<file path="src/ewpm_pkg.sv">
// Shared types, constants and command/status bundles for the portfolio metrics core.
package ewpm_pkg;

    // Default sizes handed to the top-level parameters.
    localparam int DEF_ASSETS      = 64;
    localparam int DEF_MAX_MEMBERS = 16;

    // Fixed field widths.
    localparam int VAL_W   = 32;
    localparam int VOL_W   = 31;
    localparam int CORR_W  = 18;
    localparam int IDX_W   = 6;
    localparam int RSUM_W  = 40;
    localparam int VSUM_W  = 64;
    localparam int DIV_W   = 64;

    // Correlation saturation limits, Q1.16.
    localparam logic signed [VAL_W-1:0] CORR_HI = 32'sd131071;
    localparam logic signed [VAL_W-1:0] CORR_LO = -32'sd131072;

    // First bit weight of the square root recurrence.
    localparam logic [63:0] SQRT_TOP = 64'h4000_0000_0000_0000;

    // Saturated volatility.
    localparam logic [VOL_W-1:0] VOL_SAT = {VOL_W{1'b1}};

    typedef enum logic [1:0] {
        ACT_RET    = 2'd0,
        ACT_VOL    = 2'd1,
        ACT_CORR   = 2'd2,
        ACT_MEMBER = 2'd3
    } action_t;

    typedef enum logic [1:0] {
        REG_RETURN_MIN = 2'd0,
        REG_RETURN_MAX = 2'd1,
        REG_VOL_MIN    = 2'd2,
        REG_VOL_MAX    = 2'd3
    } cfg_reg_t;

    // Which covariance term a request reads.
    typedef enum logic [1:0] {
        TK_DIAG  = 2'd0,
        TK_E_ROW = 2'd1,
        TK_ROW_E = 2'd2
    } term_kind_t;

    typedef enum logic [3:0] {
        ST_IDLE,
        ST_DISPATCH,
        ST_RD_ROW,
        ST_LD_ROW,
        ST_DIAG,
        ST_PAIR,
        ST_DRAIN,
        ST_MEAN_GO,
        ST_MEAN_WAIT,
        ST_VAR_GO,
        ST_VAR_WAIT,
        ST_SQRT_GO,
        ST_SQRT_WAIT,
        ST_EMIT
    } state_t;

    typedef struct packed {
        logic       capture;
        logic       table_we;
        logic       set_ovf;
        logic       rd_row;
        logic       ld_row;
        logic       term_go;
        term_kind_t term_kind;
        logic       clr_i;
        logic       inc_i;
        logic       append;
        logic       div_start;
        logic       div_sel_var;
        logic       cap_mean;
        logic       sqrt_start;
        logic       cap_vol;
        logic       vol_zero;
        logic       vol_sat;
        logic       emit;
    } cmd_t;

    typedef struct packed {
        action_t action;
        logic    last;
        logic    full;
        logic    pair_done;
        logic    pipe_busy;
        logic    div_done;
        logic    sqrt_done;
        logic    var_pos;
        logic    var_big;
        logic    out_free;
    } status_t;

endpackage

</file>
<file path="src/ewpm_ctrl.sv">
// Controller state machine sequencing loads, member terms and the final results.
module ewpm_ctrl
    import ewpm_pkg::*;
(
    input  logic    clk,
    input  logic    rst_n,
    input  logic    in_valid,
    output logic    in_stall,
    input  status_t sts,
    output cmd_t    cmd
);

    state_t state_reg;
    state_t state_next;
    logic   half_reg;
    logic   half_next;

    always_ff @(posedge clk or negedge rst_n)
    begin
        if (!rst_n)
        begin
            state_reg <= ST_IDLE;
            half_reg  <= 1'b0;
        end
        else
        begin
            state_reg <= state_next;
            half_reg  <= half_next;
        end
    end

    // Next state and commands.
    always_comb
    begin
        state_next    = state_reg;
        half_next     = half_reg;
        cmd           = '0;
        cmd.term_kind = TK_DIAG;
        in_stall      = 1'b1;
        case (state_reg)
            ST_IDLE:
            begin
                in_stall = 1'b0;
                if (in_valid)
                begin
                    cmd.capture = 1'b1;
                    state_next  = ST_DISPATCH;
                end
            end
            ST_DISPATCH:
            begin
                if (sts.action == ACT_MEMBER)
                begin
                    if (sts.full)
                    begin
                        cmd.set_ovf = 1'b1;
                        state_next  = sts.last ? ST_MEAN_GO : ST_IDLE;
                    end
                    else
                    begin
                        state_next = ST_RD_ROW;
                    end
                end
                else
                begin
                    cmd.table_we = 1'b1;
                    state_next   = ST_IDLE;
                end
            end
            ST_RD_ROW:
            begin
                cmd.rd_row = 1'b1;
                state_next = ST_LD_ROW;
            end
            ST_LD_ROW:
            begin
                cmd.ld_row = 1'b1;
                state_next = ST_DIAG;
            end
            ST_DIAG:
            begin
                cmd.term_go   = 1'b1;
                cmd.term_kind = TK_DIAG;
                cmd.clr_i     = 1'b1;
                half_next     = 1'b0;
                state_next    = ST_PAIR;
            end
            ST_PAIR:
            begin
                // Two terms per earlier member, one for each index order.
                if (sts.pair_done)
                begin
                    state_next = ST_DRAIN;
                end
                else
                begin
                    cmd.term_go   = 1'b1;
                    cmd.term_kind = half_reg ? TK_ROW_E : TK_E_ROW;
                    cmd.inc_i     = half_reg;
                    half_next     = !half_reg;
                end
            end
            ST_DRAIN:
            begin
                if (!sts.pipe_busy)
                begin
                    cmd.append = 1'b1;
                    state_next = sts.last ? ST_MEAN_GO : ST_IDLE;
                end
            end
            ST_MEAN_GO:
            begin
                cmd.div_start = 1'b1;
                state_next    = ST_MEAN_WAIT;
            end
            ST_MEAN_WAIT:
            begin
                if (sts.div_done)
                begin
                    cmd.cap_mean = 1'b1;
                    state_next   = ST_VAR_GO;
                end
            end
            ST_VAR_GO:
            begin
                cmd.div_sel_var = 1'b1;
                if (!sts.var_pos)
                begin
                    cmd.vol_zero = 1'b1;
                    state_next   = ST_EMIT;
                end
                else
                begin
                    cmd.div_start = 1'b1;
                    state_next    = ST_VAR_WAIT;
                end
            end
            ST_VAR_WAIT:
            begin
                cmd.div_sel_var = 1'b1;
                if (sts.div_done)
                begin
                    if (sts.var_big)
                    begin
                        cmd.vol_sat = 1'b1;
                        state_next  = ST_EMIT;
                    end
                    else
                    begin
                        state_next = ST_SQRT_GO;
                    end
                end
            end
            ST_SQRT_GO:
            begin
                cmd.sqrt_start = 1'b1;
                state_next     = ST_SQRT_WAIT;
            end
            ST_SQRT_WAIT:
            begin
                if (sts.sqrt_done)
                begin
                    cmd.cap_vol = 1'b1;
                    state_next  = ST_EMIT;
                end
            end
            ST_EMIT:
            begin
                if (sts.out_free)
                begin
                    cmd.emit   = 1'b1;
                    state_next = ST_IDLE;
                end
            end
            default:
            begin
                state_next = ST_IDLE;
            end
        endcase
    end

endmodule

</file>
<file path="config.mk">
export PLATFORM = sky130hd
export DESIGN_NAME = ewpm_ctrl
export DESIGN_NICKNAME = d
export VERILOG_FILES = /design/src/ewpm_pkg.sv /design/src/ewpm_ctrl.sv
export SDC_FILE = /design/constraint.sdc
export NUM_CORES = 1
export LEC_CHECK = 0
export BUFFER_PORTS_ARGS = -buffer_cell sky130_fd_sc_hd__buf_2
export CAP_MARGIN = 20
export CORE_UTILIZATION = 40
export DETAILED_ROUTE_END_ITERATION = 8
export GPL_ROUTABILITY_DRIVEN = 1
export HOLD_SLACK_MARGIN = 0.05
export PLACE_DENSITY = 0.69
export SYNTH_ARGS = -nofsm -noshare
export SYNTH_HDL_FRONTEND = slang
export SYNTH_SLANG_ARGS = --single-unit
</file>
<file path="constraint.sdc">
create_clock -name clk -period 5.25 [get_ports clk]
set_clock_uncertainty 0.15 [all_clocks]
set_input_delay 0 -clock clk [delete_from_list [all_inputs] [get_ports clk]]
set_output_delay 0 -clock clk [all_outputs]
set_load 0.05 [all_outputs]
</file>
# ---- Yosys cells after proc, flatten, opt, wreduce, memory -nomap -nowiden
# Index checks and enable logic that the tools add are counted.
dict set report totals {
  register_bits 5
  out_inout_bits 20
  wordCells 77
}
dict set report op_classes {
  n_eq_ne 22
  muxes 47
  n_reduce_logical 6
}
# cell n
set ops {}
lappend ops {{$pmux W4 S14} 1}
lappend ops {{$mux W1} 28}
lappend ops {{$mux W4} 7}
lappend ops {{$eq A4 B4 Y1 const B} 6}
lappend ops {{$mux W3} 6}
lappend ops {{$eq A4 B3 Y1 const B} 4}
lappend ops {{$ne A2 B2 Y1 const B} 8}
lappend ops {{$eq A4 B2 Y1 const B} 2}
lappend ops {{$reduce_and A7 Y1} 1}
lappend ops {{$pmux W3 S2} 1}
lappend ops {{$eq A4 B1 Y1 const B} 1}
lappend ops {{$logic_not A4 Y1} 1}
lappend ops {{$mux W2} 2}
lappend ops {{$pmux W1 S2} 2}
lappend ops {{$eq A2 B2 Y1 const B} 1}
lappend ops {{$reduce_and A2 Y1} 1}
lappend ops {{$reduce_bool A2 Y1} 1}
lappend ops {{$reduce_or A2 Y1} 1}
lappend ops {{$logic_not A1 Y1} 1}

# ---- Longest topological paths before layout
# Gate-level depths: netlist of run 1.
dict set report logic_depth {
  depth_word 4
  ltp_mapped 7
  mapped_depth_nobuf 5
}

# ---- Worst setup path after synthesis of run 1
# No wires, ideal clock.
dict set report synth_timing {
  path_type {reg-to-output}
  start {reg state_reg[3]}
  end {out cmd[12] (netlist bit)}
  t_arrival_ns 2.209
  required_ns 5.100
  setup_slack_ns 2.891
  path_stages_with_launch 5
  path_buffers 1
  cell_sequence {dfrtp_1 -> buf_6 -> nand2b_1 -> or2_2 -> nor3b_1}
}
# element line_no
set synth_lines {}
lappend synth_lines {{start, declared} ewpm_ctrl.sv:13} ;# state_t state_reg;
lappend synth_lines {{start signal, assigned} ewpm_ctrl.sv:27} ;# state_reg <= state_next;
lappend synth_lines {{end, declared} ewpm_ctrl.sv:10} ;# output cmd_t cmd

==> results of run 1 <==
-- kinds of logic after synthesis --
group	Yosys count
DFF	5
buffers and inverters	9
AOI/OAI and AO/OA	22
and+or+nand+nor	54
muxes	2
-- area by class of cell --
class,instances,area [um2]
fill,133,533.0
multi-input combinational,78,462.9
tap,15,18.77
clock buffer,4,26.28
inverter,3,11.26
sequential,5,125.1
timing repair buffer,37,205.2
-- cell usage in the layout, fill, tap and decap left out, drive strengths merged --
master,Yosys,routed
nor3b,4,4
nor2,9,9
and4,1,1
a31oi,1,1
dfrtp,5,5
and3,1,1
or2,1,1
dlygate4sd3,0,4
nor2b,6,6
or3,1,1
a22oi,1,1
nand2b,4,4
buf,4,33
or4b,2,2
clkbuf,2,4
o2bb2ai,1,1
inv,3,3
nor4,1,1
nor3,12,12
o22ai,1,1
mux2,2,2
nand3,3,3
o21ai,5,5
a211oi,3,3
o221ai,1,1
a21oi,7,7
nand2,9,9
o31ai,1,1
a32o,1,1
-- per-stage QoR --
stage	total power, mW	hold slack (ns)	instances
after floorplan	0.3869	-0.4456	92
after global placement	0.4475	-0.3317	134
after detailed placement	0.4508	-0.3297	134
after CTS	0.5005	0.08951	142
after global routing	0.5383	0.1179	142
final	0.5021	0.1061	142
-- worst paths after layout --
check / from / endpoint / slack (ns)
setup / recovery: state_reg[3] / cmd[12] / 2.98
hold / removal: sts[8] / state_reg[1] / 0.11
setup reg to reg: state_reg[3] / state_reg[2] / 3.02
hold reg to reg: half_reg / half_reg / 0.45
max in group asynchronous: rst_n / state_reg[3] / 4.24
min in group asynchronous: rst_n / half_reg / 0.51
-- repair_timing --
| action | 4_1_cts | 5_1_grt |
|---|---|---|
| hold endpoints to repair | 7 | 0 |
| hold buffers | 4 | 0 |
| gates resized for setup | 0 | 0 |
-- critical path, delay by kind of cell (launching register included) --
| family | cells | cell delay [ns] |
|---|---|---|
| AND/OR/NAND/NOR | 3 | 1.00 |
| flip-flops | 1 | 0.57 |
| buffers and inverters | 1 | 0.30 |
-- cell usage after synthesis (all sizes together), types with 2 or more instances --
cell    number  area share [%]
a211oi       3             3.6
a21oi        7             5.5
buf          4             4.0
clkbuf       2             1.2
dfrtp        5              20
inv          3             1.8
mux2         2             3.6
nand2        9             5.3
nand2b       4             4.0
nand3        3             2.4
nor2         9             5.3
nor2b        6             5.9
nor3        12              10
nor3b        4             4.8
o21ai        5             4.0
or4b         2             3.8
-- layer usage --
metal / part of all wire (%) / global-route usage, %
met5: 0 / 0
met4: 0.78 / 7.742
met3: 7.2 / 3.913
met2: 46 / 31.56
met1: 46 / 29.92
-- power by group --
group | internal [mW] | leakage (nW) | switching (mW)
sequential | 0.0555 | 0.0638 | 0.0590
clock | 0.0288 | 0.0150 | 0.0173
combinational | 0.115 | 0.317 | 0.227
total | 0.199 | 0.396 | 0.303
==> run summary, run 1 <==
first-pass GRT wire length: 2946 um
RSZ-0062 raised after global routing: false
DP Area: 783.3 um2
Clock Latency Late Sink: 0.25 ns
I/O Pins: 34
first-pass iteration count of the detailed router: 4
dpl hpwl: 1312 um
postcts setup bufs: 0
vias in the first global route: 653
clk buf depth: 2
fmax: 0.4400 GHz
Placeable Area: 1383 um2
Wirelength per Cell: 12.71 um
register area share after synthesis: 19.80%
largest family of logic cells by synthesized area: simple AND/OR/NAND/NOR gates
Final TNS setup: 0 ns
synthesized netlist net count: 106
Distinct cells, synth: 34
Die W: 41.75 um
PD cells: 591.0 nW/um2
Largest register FFs: 4
total wire length: 1805 um
initial antenna violation count: 0
Crit Path Category: reg2out
Remaining DRCs: 0
Placer Congestion: 0.8213
final worst path period need: 2.273 ns
Synth Area in Adders: 0%
final worst slack: 2.977 ns
Mapped Area: 631.9 um2
Simple-Gate Fraction of Synth Area: 47.13%
Min-Delay Path Class: in2reg
Max Slew Vio Count: 0
First DRT Iteration DRCs: 27
EDFF count, synth: 0
CTS tree: done
# setup viols final: 0
Seq cells post-synth: 5
period utilization: 43.29%
worst-margin pin slew: 0.5583 ns
synth warn: 0
ANT cells: 0
die area: 1743 um2
status: completed
Relative slew margins: 62.78%
Worst Reg-to-Reg Cells: 5
Util after Layout: 61.45%
nature of the critical path endpoint: output port
slowest CP cell: dfrtp_1
# rows: 13
Leak: 0.3961 nW
Cells after Synth: 92
hold path depth: 4
CP Launch Type: flip-flop
root buffer selected by CTS: clkbuf_4
max incr delay on CP: 0.57 ns
ys async rst share: 100.0%
via count: 819
DR vias/cell: 5.768
Port Buf Inserts: 33
Nets: 142
CP Cell Sequence: nand2b_1, or2_2, nor3b_1, buf_2
layout cells sized above 1: 32.28%
htree depth: 1
Place WS: 3.055 ns
clock-pin slew on the worst setup and hold paths: 0.04 ns
global-route usage over all layers: 21.15%
Die Span Y: 41.75 um
Top FF cell, synth: dfrtp_1
CP required: 5.10 ns
Final Cell Area: 849.6 um2
max-cap violations: 0
Num CTS Buffers: 3
mux cell area share after synthesis: 3.564%
Arr. time, crit path: 2.12 ns
Post-Synth XOR/XNOR Area: 0%
crit path max fanout: 19
clock sinks: 5
Area Growth Syn to Fin: 34.46%
syn_area_per_cell: 6.868 um2
Hold Vio Cnt, Final: 0
total grt overflow: 0
worst vdd ir: 352.4 uV
Synth Area in Compound Gates: 22.57%
largest net degree at the start of global routing: 21
Starting Density: 45.70%
remaining antenna violation count: 0
(Power assumes the default switching activity.)
==> run 2, diff against run 1 <==
--- a/config.mk
+++ b/config.mk
@@ -5,13 +5,14 @@
 export SDC_FILE = /design/constraint.sdc
 export NUM_CORES = 1
 export LEC_CHECK = 0
+export ABC_AREA = 1
 export BUFFER_PORTS_ARGS = -buffer_cell sky130_fd_sc_hd__buf_2
 export CAP_MARGIN = 20
 export CORE_UTILIZATION = 40
 export DETAILED_ROUTE_END_ITERATION = 8
 export GPL_ROUTABILITY_DRIVEN = 1
 export HOLD_SLACK_MARGIN = 0.05
-export PLACE_DENSITY = 0.69
+export PLACE_DENSITY = 0.68
 export SYNTH_ARGS = -nofsm -noshare
 export SYNTH_HDL_FRONTEND = slang
 export SYNTH_SLANG_ARGS = --single-unit
==> constraint.sdc (replaced) <==
create_clock -name clk -period 2.2 [get_ports clk]
set_clock_uncertainty 0.15 [all_clocks]
set_input_delay 0 -clock clk [delete_from_list [all_inputs] [get_ports clk]]
set_output_delay 0 -clock clk [all_outputs]
set_load 0.05 [all_outputs]
==> run 2 against run 1 <==
  * Clock-buffer cell count is the same
  * Combinational power grew 130%
  * Routed wire length shrank 0.33%
  * First-iteration DRC count grew 3.7%
  * Setup slack lost 2.5 ns
  * Cell count grew 22%
  * Global-route usage grew 0.81 points
  * Synthesized area grew 1.6%
  * Highest routed layer unchanged
==> run summary, run 2 <==
Cells after Synth: 116 (+26%)
synth warn: 0 (unchanged)
worst vdd ir: 820.6 uV (+130%)
Multi-input gate area: 437.9 um2 (-5.4%)
Total Power: 1.073 mW (+110%)
synth top area cells: nand2_1 20%, dfrtp_1 19%, nor2_1 13%
EDFF count, synth: 0 (unchanged)
PD cells: 1201 nW/um2 (+100%)
I/O Pins: 34 (unchanged)
DP Area: 827.0 um2 (+5.6%)
RSZ-0062 raised after global routing: false
first-pass iteration count of the detailed router: 4 (unchanged)
Max Slew Vio Count: 0 (unchanged)
Starting Density: 42.61% (-3.1 points)
final worst path period need: 1.729 ns
Nets: 172 (+21%)
Num CTS Buffers: 3 (unchanged)
postcts setup bufs: 0 (unchanged)
Port Buf Inserts: 33 (unchanged)
Final Cell Area: 893.4 um2 (+5.2%)
Area Growth Syn to Fin: 39.18%
largest net degree at the start of global routing: 8 (-62%)
delay-heaviest family, CP: simple AND/OR/NAND/NOR gates
crit path max fanout: 7 (-12)
Crit Path Category: reg2out
vias in the first global route: 743 (+14%)
synthesized netlist net count: 130 (+23%)
clock sinks: 5 (unchanged)
nature of the critical path endpoint: output port
# rows: 14 (+1)
Distinct cells, synth: 17 (-50%)
Mapped Area: 641.9 um2 (+1.6%)
commonest non-fill, non-tap cell in the layout: nand2_1
top post-synthesis cells by count: 34 x nand2_1, 23 x nor2_1, 18 x inv_1
Fillers: 164 (+23%)
Register Area: 125.1 um2 (unchanged)
Remaining DRCs: 0 (unchanged)
Arr. time, crit path: 1.58 ns (-0.54 ns)
Util after Layout: 59.30% (-2.1 points)
Top FF cell, synth: dfrtp_1
period utilization: 78.57%
final worst slack: 0.4714 ns (-2.506 ns)
max-cap violations: 0 (unchanged)
fmax: 0.5785 GHz
area leader, netlist: nand2_1
Die W: 42.06 um (+0.75%)
area share of the largest cell type after synthesis: 19.88% (+0.081 points)
slowest CP cell: dfrtp_1
Min-Delay Path Class: in2reg
max incr delay on CP: 0.46 ns (-0.11 ns)
clk buf depth: 2 (unchanged)
CP required: 2.05 ns (-3.05 ns)
status: completed
Leak: 0.6043 nW (+53%)
CP Cell Sequence: inv_2, nand2_1, nor2_2, nand2_1, nor2_1, buf_2
worst-margin pin slew: 0.3295 ns (-0.2288 ns)
Placeable Area: 1506 um2 (+9.0%)
via count: 851 (+3.9%)
cell mode on critical path: nand2_1
clock-pin slew on the worst setup and hold paths: 0.05 ns (about the same)
total grt overflow: 0 (unchanged)
register area share after synthesis: 19.49% (-0.31 points)
initial antenna violation count: 0 (unchanged)
global-route usage over all layers: 21.95% (+0.81 points)
htree depth: 1 (unchanged)
Placer Congestion: 0.9085 (+11%)
Clock Latency Late Sink: 0.24 ns (about the same)
Largest register FFs: 4 (unchanged)
first-pass GRT wire length: 3029 um (+2.8%)
First DRT Iteration DRCs: 28 (+3.7%)
CTS tree: done
Relative slew margins: 78.01% (+15 points)
dpl hpwl: 1400 um (+6.8%)
Wirelength per Cell: 10.40 um (-18%)
ys async rst share: 100.0% (unchanged)
ANT cells: 0 (unchanged)
Seq cells post-synth: 5 (unchanged)
Final TNS setup: 0 ns (unchanged)
total wire length: 1799 um (-0.33%)
die area: 1769 um2 (+1.5%)
# setup viols final: 0 (unchanged)
Buf+Inv Stages, Crit Path: 2 (+1)
layout cells sized above 1: 33.12% (+0.84 points)
Hold Vio Cnt, Final: 0 (unchanged)
syn_area_per_cell: 5.533 um2 (-19%)
CP Launch Type: flip-flop
top-count cell post-synth: nand2_1
remaining antenna violation count: 0 (unchanged)
root buffer selected by CTS: clkbuf_4
DR vias/cell: 4.919 (-15%)
Place WS: 0.6867 ns (-2.368 ns)
Die Span Y: 42.06 um (+0.75%)
most frequent cells in the layout: 34 x nand2_1, 33 x buf_2, 23 x nor2_1
[run 2: per-stage QoR]
step           hold slack, ns  std cells
2_1_floorplan         -0.4456        116
3_3_place_gp          -0.3283        165
3_5_place_dp          -0.3251        165
4_1_cts               0.07651        173
5_1_grt               0.08573        173
6_report              0.07205        173
[run 2: cell type report]
class	count	area share [%]
multi-input cells	90	49.02
inverters	21	8.824
flip-flops and latches	5	14.01
well taps	16	2.241
clock buffers	4	2.941
repair buffers	37	22.97
[run 2: path summary, 6_finish.rpt]
check	startpoint	slack, ns	end	depth (start not counted)
setup / recovery	state_reg[0]	0.47	cmd[1]	6
hold / removal	sts[8]	0.07	state_reg[2]	7
setup reg to reg	state_reg[2]	0.67	state_reg[1]	6
hold reg to reg	half_reg	0.44	half_reg	2
max in group asynchronous	rst_n	1.13	half_reg	3
min in group asynchronous	rst_n	0.56	state_reg[2]	3
[run 2: cells by family (layout without fill, tap and decap cells)]
family | after synthesis | after routing | share of synthesized area, %
buffers and inverters | 21 | 62 | 12.28
AO/OA/AOI/OAI | 8 | 8 | 7.212
AND/OR/NAND/NOR | 82 | 82 | 61.01
flip-flops | 5 | 5 | 19.49
[run 2: layer usage]
| layer | up-vias | GRT usage, % | routed length (um) |
|---|---|---|---|
| li1 | 444 | - | - |
| met1 | 360 | 27.81 | 802 |
| met2 | 43 | 39.38 | 855 |
| met3 | 4 | 1.293 | 116 |
| met4 | 0 | 7.500 | 25 |
| met5 | - | 0 | 0 |
[run 2: worst register-to-register path: stages, from the launching register on]
cell and delay, ns:
dfrtp_1 0.45, nor2_2 0.33, nand3_1 0.15, nand3_2 0.14
nor2_4 0.07, nand2_1 0.07, nand2_1 0.05
[run 2: timing repair]
action                    in CTS  in global routing
gates resized for setup        0                  0
hold buffers                   4                  0
hold endpoints to repair       7                  0
[run 2: where the power goes]
| part | switching, mW | internal [mW] | total [mW] |
|---|---|---|---|
| sequential | 0.0654 | 0.128 | 0.194 |
| combinational | 0.573 | 0.201 | 0.774 |
| clock | 0.0370 | 0.0685 | 0.105 |
| total | 0.675 | 0.398 | 1.07 |
